File: config.mk
export PLATFORM = sky130hd
export DESIGN_NAME = four_digit_segment_readout_top
export DESIGN_NICKNAME = d
export VERILOG_FILES = /design/src/rtl/fdsr_pkg.sv /design/src/rtl/four_digit_segment_readout_top.sv
export SDC_FILE = /design/constraint.sdc
export NUM_CORES = 1
export LEC_CHECK = 0
export BUFFER_PORTS_ARGS = -buffer_cell sky130_fd_sc_hd__buf_2
export CAP_MARGIN = 40
export CORE_MARGIN = 5
export CORE_UTILIZATION = 45
export DETAILED_ROUTE_END_ITERATION = 7
export PLACE_DENSITY_LB_ADDON = 0.05
export SLEW_MARGIN = 10
export SYNTH_ARGS = -nofsm -noshare
export SYNTH_HDL_FRONTEND = slang
export SYNTH_SLANG_ARGS = --single-unit
File: constraint.sdc
create_clock -name clk -period 11.79 [get_ports clk]
set_clock_uncertainty 0.05 [all_clocks]
set_input_delay 2.9475 -clock clk [delete_from_list [all_inputs] [get_ports clk]]
set_output_delay 2.9475 -clock clk [all_outputs]
set_load 0.01 [all_outputs]
File: src/rtl/fdsr_pkg.sv
// shared constants and digit-to-segment lookup for the four-digit segment readout
`default_nettype none

package fdsr_pkg;

	localparam int unsigned InTdataWidth  = 24;
	localparam int unsigned OutTdataWidth = 32;

	localparam logic [7:0] SegBlank = 8'h00;
	localparam logic [7:0] SegDash  = 8'h04;
	localparam logic [7:0] SegL     = 8'h0B;
	localparam logic [7:0] SegLowO  = 8'h27;
	localparam logic [7:0] SegH     = 8'h6E;
	localparam logic [7:0] SegI     = 8'h0A;
	localparam logic [7:0] SegZero  = 8'hEB;
	localparam logic [7:0] MarkBit  = 8'h10;

	// reciprocal factors for divide by 10 and by 100, exact for values below 2000
	localparam logic [12:0] RecipTen     = 13'd6554;
	localparam int unsigned RecipTenSh   = 16;
	localparam logic [12:0] RecipHundred = 13'd5243;
	localparam int unsigned RecipHundSh  = 19;

	function automatic logic [7:0] digit_seg(input logic [3:0] d);
		logic [7:0] s;
		unique case (d)
			4'd0: s = 8'hEB;
			4'd1: s = 8'h60;
			4'd2: s = 8'hC7;
			4'd3: s = 8'hE5;
			4'd4: s = 8'h6C;
			4'd5: s = 8'hAD;
			4'd6: s = 8'hAF;
			4'd7: s = 8'hE0;
			4'd8: s = 8'hEF;
			4'd9: s = 8'hED;
			default: s = SegBlank;
		endcase
		return s;
	endfunction

endpackage

`default_nettype wire

File: src/rtl/four_digit_segment_readout_top.sv
// top level: signed reading to 3.5-digit seven-segment bytes, input and result registers
// Takes one reading per cycle while s_tready is high into the input register and
// presents its segment bytes from the result register on m_tdata, held there while
// m_tready is low; throughput is one transaction per cycle while m_tready stays high,
// set by the single decode pass between the input register and the result register.
// s_tready drops only while both registers are full and m_tready is low.
`default_nettype none

module four_digit_segment_readout_top (
	input  wire logic                                    clk,
	input  wire logic                                    arst_n,
	input  wire logic                                    s_tvalid,
	output logic                                         s_tready,
	// value[15:0], point_on[16], battery_mark[17], hold_mark[18], zero fill
	input  wire logic [fdsr_pkg::InTdataWidth-1:0]       s_tdata,
	output logic                                         m_tvalid,
	input  wire logic                                    m_tready,
	// leading_one[0], hundreds_segments[8:1], tens_segments[16:9],
	// units_segments[24:17], zero fill
	output logic [fdsr_pkg::OutTdataWidth-1:0]           m_tdata
);

	logic               valid_s1;
	logic signed [15:0] value_s1;
	logic               point_s1;
	logic               battery_s1;
	logic               hold_s1;

	logic               valid_s2;
	logic               one_s2;
	logic [7:0]         hund_s2;
	logic [7:0]         tens_s2;
	logic [7:0]         units_s2;

	logic               adv_s2;
	logic               adv_s1;

	logic               is_lo;
	logic               is_hi;
	logic               is_neg;
	logic [15:0]        abs_w;
	logic [10:0]        mag;
	logic [23:0]        prod_ten;
	logic [23:0]        prod_hund;
	logic [7:0]         q_ten;
	logic [4:0]         q_hund;
	logic [10:0]        units_w;
	logic [7:0]         tens_w;
	logic [3:0]         hund_d;
	logic [7:0]         seg_u;
	logic [7:0]         seg_t;
	logic [7:0]         seg_h;
	logic               one_d;
	logic [7:0]         hund_d_seg;
	logic [7:0]         tens_d_seg;
	logic [7:0]         units_d_seg;

	assign adv_s2   = !valid_s2 || m_tready;
	assign adv_s1   = !valid_s1 || adv_s2;
	assign s_tready = adv_s1;

	always_ff @(posedge clk or negedge arst_n) begin
		if (!arst_n) begin
			valid_s1 <= 1'b0;
		end else if (adv_s1) begin
			valid_s1 <= s_tvalid;
		end
	end

	always_ff @(posedge clk) begin
		if (adv_s1 && s_tvalid) begin
			value_s1   <= s_tdata[15:0];
			point_s1   <= s_tdata[16];
			battery_s1 <= s_tdata[17];
			hold_s1    <= s_tdata[18];
		end
	end

	// classify and take apart into decimal digits
	assign is_lo  = value_s1 < -16'sd99;
	assign is_hi  = value_s1 > 16'sd1999;
	assign is_neg = value_s1[15];
	assign abs_w  = is_neg ? (~value_s1 + 16'd1) : value_s1;
	assign mag    = abs_w[10:0];

	assign prod_ten  = 24'(mag) * 24'(fdsr_pkg::RecipTen);
	assign prod_hund = 24'(mag) * 24'(fdsr_pkg::RecipHundred);
	assign q_ten     = prod_ten[fdsr_pkg::RecipTenSh +: 8];
	assign q_hund    = prod_hund[fdsr_pkg::RecipHundSh +: 5];
	assign units_w   = mag - 11'(q_ten) * 11'd10;
	assign tens_w    = q_ten - 8'(q_hund) * 8'd10;
	assign hund_d    = (q_hund >= 5'd10) ? 4'(q_hund - 5'd10) : q_hund[3:0];

	assign seg_u = fdsr_pkg::digit_seg(units_w[3:0]);
	assign seg_t = fdsr_pkg::digit_seg(tens_w[3:0]);
	assign seg_h = fdsr_pkg::digit_seg(hund_d);

	always_comb begin
		one_d       = 1'b0;
		hund_d_seg  = fdsr_pkg::SegBlank;
		tens_d_seg  = fdsr_pkg::SegBlank;
		units_d_seg = seg_u;
		if (is_lo) begin
			tens_d_seg  = fdsr_pkg::SegL;
			units_d_seg = fdsr_pkg::SegLowO;
		end else if (is_hi) begin
			tens_d_seg  = fdsr_pkg::SegH;
			units_d_seg = fdsr_pkg::SegI;
		end else if (is_neg) begin
			if (mag >= 11'd10) begin
				hund_d_seg = fdsr_pkg::SegDash;
				tens_d_seg = seg_t;
			end else if (point_s1) begin
				hund_d_seg = fdsr_pkg::SegDash;
				tens_d_seg = fdsr_pkg::SegZero;
			end else begin
				tens_d_seg = fdsr_pkg::SegDash;
			end
		end else if (mag < 11'd10) begin
			tens_d_seg = point_s1 ? fdsr_pkg::SegZero : fdsr_pkg::SegBlank;
		end else if (mag < 11'd100) begin
			tens_d_seg = seg_t;
		end else begin
			one_d      = mag >= 11'd1000;
			hund_d_seg = seg_h;
			tens_d_seg = seg_t;
		end
		if (battery_s1) begin
			hund_d_seg = hund_d_seg | fdsr_pkg::MarkBit;
		end
		if (point_s1) begin
			tens_d_seg = tens_d_seg | fdsr_pkg::MarkBit;
		end
		if (hold_s1) begin
			units_d_seg = units_d_seg | fdsr_pkg::MarkBit;
		end
	end

	always_ff @(posedge clk or negedge arst_n) begin
		if (!arst_n) begin
			valid_s2 <= 1'b0;
		end else if (adv_s2) begin
			valid_s2 <= valid_s1;
		end
	end

	always_ff @(posedge clk) begin
		if (adv_s2 && valid_s1) begin
			one_s2   <= one_d;
			hund_s2  <= hund_d_seg;
			tens_s2  <= tens_d_seg;
			units_s2 <= units_d_seg;
		end
	end

	assign m_tvalid = valid_s2;
	assign m_tdata  = {7'd0, units_s2, tens_s2, hund_s2, one_s2};

endmodule

`default_nettype wire

# After elaboration in Yosys (flattened, before gate mapping)
# Memories as Yosys holds them, arrays and structs flattened.
# Index checks and enable logic that the tools add are counted.
[op_classes]
addsub = 4
mul = 4
div = 0
n_lt_le_gt_ge = 7
eq_ne = 0
shift = 0
mux = 18
bitwise_logic = 1
n_reduce_logical = 7
[ops]
columns = ["operator", "n"]
rows = [
  ["8-bit 2-to-1 mux", 14],
  ["11-bit by 13-bit multiplier with 24-bit output (second input constant)", 1],
  ["11-bit by 12-bit multiplier with 23-bit output (second input constant)", 1],
  ["16-bit by 12-bit greater-than comparator with 1-bit output (second input constant)", 1],
  ["16-bit by 8-bit < comparator with 1-bit output (second input constant)", 1],
  ["11-bit by 1-bit adder with 11-bit output (second input constant)", 1],
  ["11-bit by 10-bit greater-or-equal comparator with 1-bit output (second input constant)", 1],
  ["11-bit by 4-bit greater-or-equal comparator with 1-bit output (second input constant)", 1],
  ["11-bit by 4-bit < comparator with 1-bit output (second input constant)", 1],
  ["11-bit by 7-bit < comparator with 1-bit output (second input constant)", 1],
  ["11-bit 2-to-1 mux", 1],
  ["11-bit inverter", 1],
  ["8-bit by 3-bit multiplier with 3-bit output (second input constant)", 1],
  ["4-bit subtractor", 2],
  ["3-bit 2-to-1 mux", 2],
  ["5-bit by 4-bit greater-or-equal comparator with 1-bit output (second input constant)", 1],
  ["5-bit by 3-bit multiplier with 3-bit output (second input constant)", 1],
  ["5-bit OR reduction", 1],
  ["4-bit 2-to-1 mux", 1],
  ["4-bit subtractor (second input constant)", 1],
  ["1-bit logical AND", 2],
  ["1-bit logical NOT", 2],
  ["1-bit logical OR", 2],
]
[word_totals]
ff_bits = 46
latch_bits = 0
mem_bits_rw = 0
rom_bits = 336
input_bits = 28
out_inout_bits = 34
elab_cells = 57
n_memories = 3
[mem_list]
columns = ["name", "depth", "width", "read_ports", "rd_ports_with_merged_regs", "write_ports", "line", "text"]
rows = [
  ["(name not given)", 16, 7, 1, 0, 0, "fdsr_pkg.sv:26", "unique case (d)"],
  ["(name not given)", 16, 7, 1, 0, 0, "fdsr_pkg.sv:26", ""],
  ["(name not given)", 16, 7, 1, 0, 0, "fdsr_pkg.sv:26", ""],
]

# Logic depth before layout (Yosys ltp)
# An unclocked memory read counts as a cell.
[logic_depth]
word_depth = 12
mapped_depth = 34

# Least setup slack after synthesis
# OpenSTA, ideal clock, no wires.
[synth_path]
kind = "reg2reg"
startpoint = "register value_s1[0]"
endpoint = "register hund_s2[3], data pin"
setup_time_ns = 0.154
arrival_time_ns = 8.600
required_ns = 11.586
path_slack_ns = 2.987
path_stages_with_launch = 31
cell_sequence = "edfxtp_1 -> inv_1 -> ha_1 -> or4b_1 -> o31ai_1 -> xor2_1 -> fa_1 -> inv_1 -> fa_1 -> fa_1 -> inv_1 -> fa_1 -> fa_1 -> ha_1 -> nand2_1 -> or3_1 -> a211oi_2 -> o21ai_1 -> a21oi_2 -> nor2_4 -> inv_1 -> ha_1 -> inv_1 -> nor4_1 -> inv_1 -> and3_1 -> a32oi_2 -> inv_1 -> ha_1 -> or3b_2 -> a31oi_1"
[synth_between]
elab_chain_len = 12
elab_cells_between_ends = 17
[synth_lines]
columns = ["element", "line", "text"]
rows = [
  ["from (decl)", "four_digit_segment_readout_top.sv:24", "logic signed [15:0] value_s1;"],
  ["from (signal assigned)", "four_digit_segment_readout_top.sv:72", "value_s1 <= s_tdata[15:0];"],
  ["11-bit inverter", "four_digit_segment_readout_top.sv:83", "assign abs_w = is_neg ? (~value_s1 + 16'd1) : value_s1;"],
  ["11-bit by 1-bit adder with 11-bit output", "four_digit_segment_readout_top.sv:83", ""],
  ["11-bit 2-to-1 mux", "four_digit_segment_readout_top.sv:83", ""],
  ["11-bit by 13-bit multiplier with 24-bit output", "four_digit_segment_readout_top.sv:87", "assign prod_hund = 24'(mag) * 24'(fdsr_pkg::RecipHundred);"],
  ["4-bit subtractor or 5-bit by 4-bit greater-or-equal comparator with 1-bit output (tied branches)", "four_digit_segment_readout_top.sv:92", "assign hund_d = (q_hund >= 5'd10) ? 4'(q_hund - 5'd10) : q_hund[3:0];"],
  ["4-bit 2-to-1 mux", "four_digit_segment_readout_top.sv:92", ""],
  ["memory 16 x 7 bit", "-", ""],
  ["8-bit 2-to-1 mux", "four_digit_segment_readout_top.sv:121", "end else if (mag < 11'd100) begin"],
  ["8-bit 2-to-1 mux", "four_digit_segment_readout_top.sv:119", "end else if (mag < 11'd10) begin"],
  ["8-bit 2-to-1 mux", "four_digit_segment_readout_top.sv:109", "end else if (is_neg) begin"],
  ["8-bit 2-to-1 mux", "four_digit_segment_readout_top.sv:106", "end else if (is_hi) begin"],
  ["8-bit 2-to-1 mux *", "four_digit_segment_readout_top.sv:103", "if (is_lo) begin"],
  ["to (signal assigned)", "four_digit_segment_readout_top.sv:150", "hund_s2 <= hund_d_seg;"],
  ["to (decl)", "four_digit_segment_readout_top.sv:31", "logic [7:0] hund_s2;"],
]
# Every way passes the cells marked *; elsewhere a longest branch is shown, timed or not.
# A chain may end at the register's enable or synchronous reset.

# Final worst setup path
# Same ends and word-level chain as after synthesis.

==> results.cfg <==
[status]
status = complete, no violations

[sta]
tightest_slew_ns = 0.7609
relSlewSlack = 0.4782
fmax_ghz = 0.09862
final_max_slew_viol_count = 0
period_minus_slack_ns = 10.14
rsz0062_at_grt = no
setup_tns_ns = 0
hold_viol = 0
post-route-period-util = 0.8600
hold_ws_ns = 0.3792
setup_viol = 0

[detailed_routing]
ant_nets = 0
routed_wl_um = 16140
drt_iter0_markers = 211
wire_per_inst_um = 16.16
drt-pass1-iter-count = 4
num_vias = 5152
drc = 0
via_per_inst = 5.157

[setup_path]
arrival_ns = 10.21
crit_start = value_s1[0]
worst_r2r_path_depth = 32
max_stage_delay_ns = 0.57
path_max_fanout = 16
start_kind = flop
required_ns = 11.86
cpMaxStageDelayCell = xor2_1
path_common_cell = inv_1
path_class = flop to flop
crit_path_end_kind = flop
r2r-start = value_s1[0]

[die]
num_rows = 46
die_y_um = 137.3
boundaryPins = 62
initial_core_util = 0.4587
die_area_um2 = 18840
coreArea_um2 = 15890
chipWidth_um = 137.3

[finish]
area_growth_pct = 8.963
final_nets = 1031
antenna_cells = 0
drive_above_1_share = 0.1149

[global_routing]
grt_pass1_vias = 5404
grt_max_degree = 22
gr-usage-met2 = 0.3049
met3_usage = 0.02630
busiest_layer = met2
grt_overflow = 0
antenna_found_initial = 0
gr-usage-met1 = 0.2547
grt_pass1_wl_um = 27180
track_usage = 0.1817

[clock_network]
htreeDepth = 2
cts_resized = 0
cts_root_buffer = clkbuf_16
cts_setup_buffers = 0
cts.sinks = 46
path_clk_slew_ns = 0.07
cts_buffers = 5
clk_path_buf_depth = 2
cts_tree = built
cts_hold_buf = 0
clk_latency_ns = 0.29

[synth]
synth_edf_count = 44
synth_area_leader_cell = ha_1
ys_seq_area_frac = 0.1882
ys_warn_count = 0
synthCells = 729
ys_ff_latch = 46
synth_commonest_cells = 154 x inv_1, 149 x ha_1, 72 x fa_1
netlist_area_um2 = 7287
synth.most_common_cell = inv_1
ys_types = 74
synth_area_leaders = ha_1 26%, fa_1 20%, edfxtp_1 18%, inv_1 7.9%, a21oi_1 2.1%
synth_ff_type = edfxtp_1
syn-mean-instance-area_um2 = 9.996
yosysTopAreaCellShare = 0.2558
synthArstFlopShare = 0.04348

[min_path]
min_path_cells = 0
hp-start = battery_s1
hold_class = flop to flop

[flow_run]
cap_viol_max_count = 0

[placed_design]
place_congestion = 0.8866
dp_hpwl_um = 13930
port_buffers = 49
## final cells by class
type / instances / area, um^2
flip-flops and latches: 46 / 1371
well taps: 216 / 270.3
multi-input cells: 519 / 5270
fillers: 1547 / 7945
clock inverters: 3 / 23.77
clock buffers: 5 / 125.1
repair buffers: 55 / 297.8
inverters: 155 / 581.8
## flip-flops by register name, summed over array words and instances, names as in the netlist, 8 cells and up
register and cells:
hund_s2 8, tens_s2 8, units_s2 8, value_s1 16
## placed cells by master, fill, tap and decap left out, types with 10 or more instances in the layout
cell type / instances
fa_1: 72
inv_1: 154
ha_1: 149
o21ai_0: 25
a21oi_1: 31
xnor2_1: 13
edfxtp_1: 44
nor2_1: 32
nand3_1: 14
nand2_1: 20
buf_2: 49
nor3_1: 10
## worst max-delay path: cells and delay by family, from the launching register on
family                     cells  cell delay (ns)
adders and majority gates      9             3.69
xor gates and xnor gates       1             0.57
and+or+nand+nor                6             1.90
DFF                            1             0.35
AOI/OAI and AO/OA              7             1.87
buffers and inverters          9             1.52
## per-stage QoR
| step | utilization | setup slack, ns | instance area, um^2 | cells |
|---|---|---|---|---|
| detailed placement | 0.4905 | 1.685 | 7791 | 991 |
| global placement | 0.4895 | 1.753 | 7776 | 990 |
| floorplan | - | 2.987 | 7310 | 735 |
| finish | 0.4998 | 1.650 | 7940 | 999 |
| global route | 0.4998 | 1.035 | 7940 | 999 |
| CTS | 0.4998 | 1.619 | 7940 | 999 |
## per-layer routing
layer | part of all wire | up-vias
met1 | 0.48 | 2495
met3 | 0.028 | 15
li1 | - | 2562
met5 | 0 | -
met2 | 0.48 | 80
met4 | 0.011 | 0
## final timing paths
check | to | slack (ns)
setup / recovery | hund_s2[3] | 1.65
hold / removal | hund_s2[4] | 0.38
setup reg to reg | hund_s2[3] | 1.65
hold reg to reg | hund_s2[4] | 0.38
max in group asynchronous | valid_s1 | 9.22
min in group asynchronous | m_tvalid | 2.38
## cell families after synthesis
group | Yosys count | share of synthesized area
flip-flops | 46 | 0.1882
other | 1 | 0.0005146
AND/OR/NAND/NOR | 145 | 0.1118
XOR/XNOR | 25 | 0.03657
buffers and inverters | 170 | 0.09169
adder cells (fa/ha/maj) | 221 | 0.4536
multiplexers | 6 | 0.008414
AO/OA/AOI/OAI | 115 | 0.1092
Power is not shown: default switching activity piles up to over one toggle a cycle in this logic, so the estimate is an artifact.
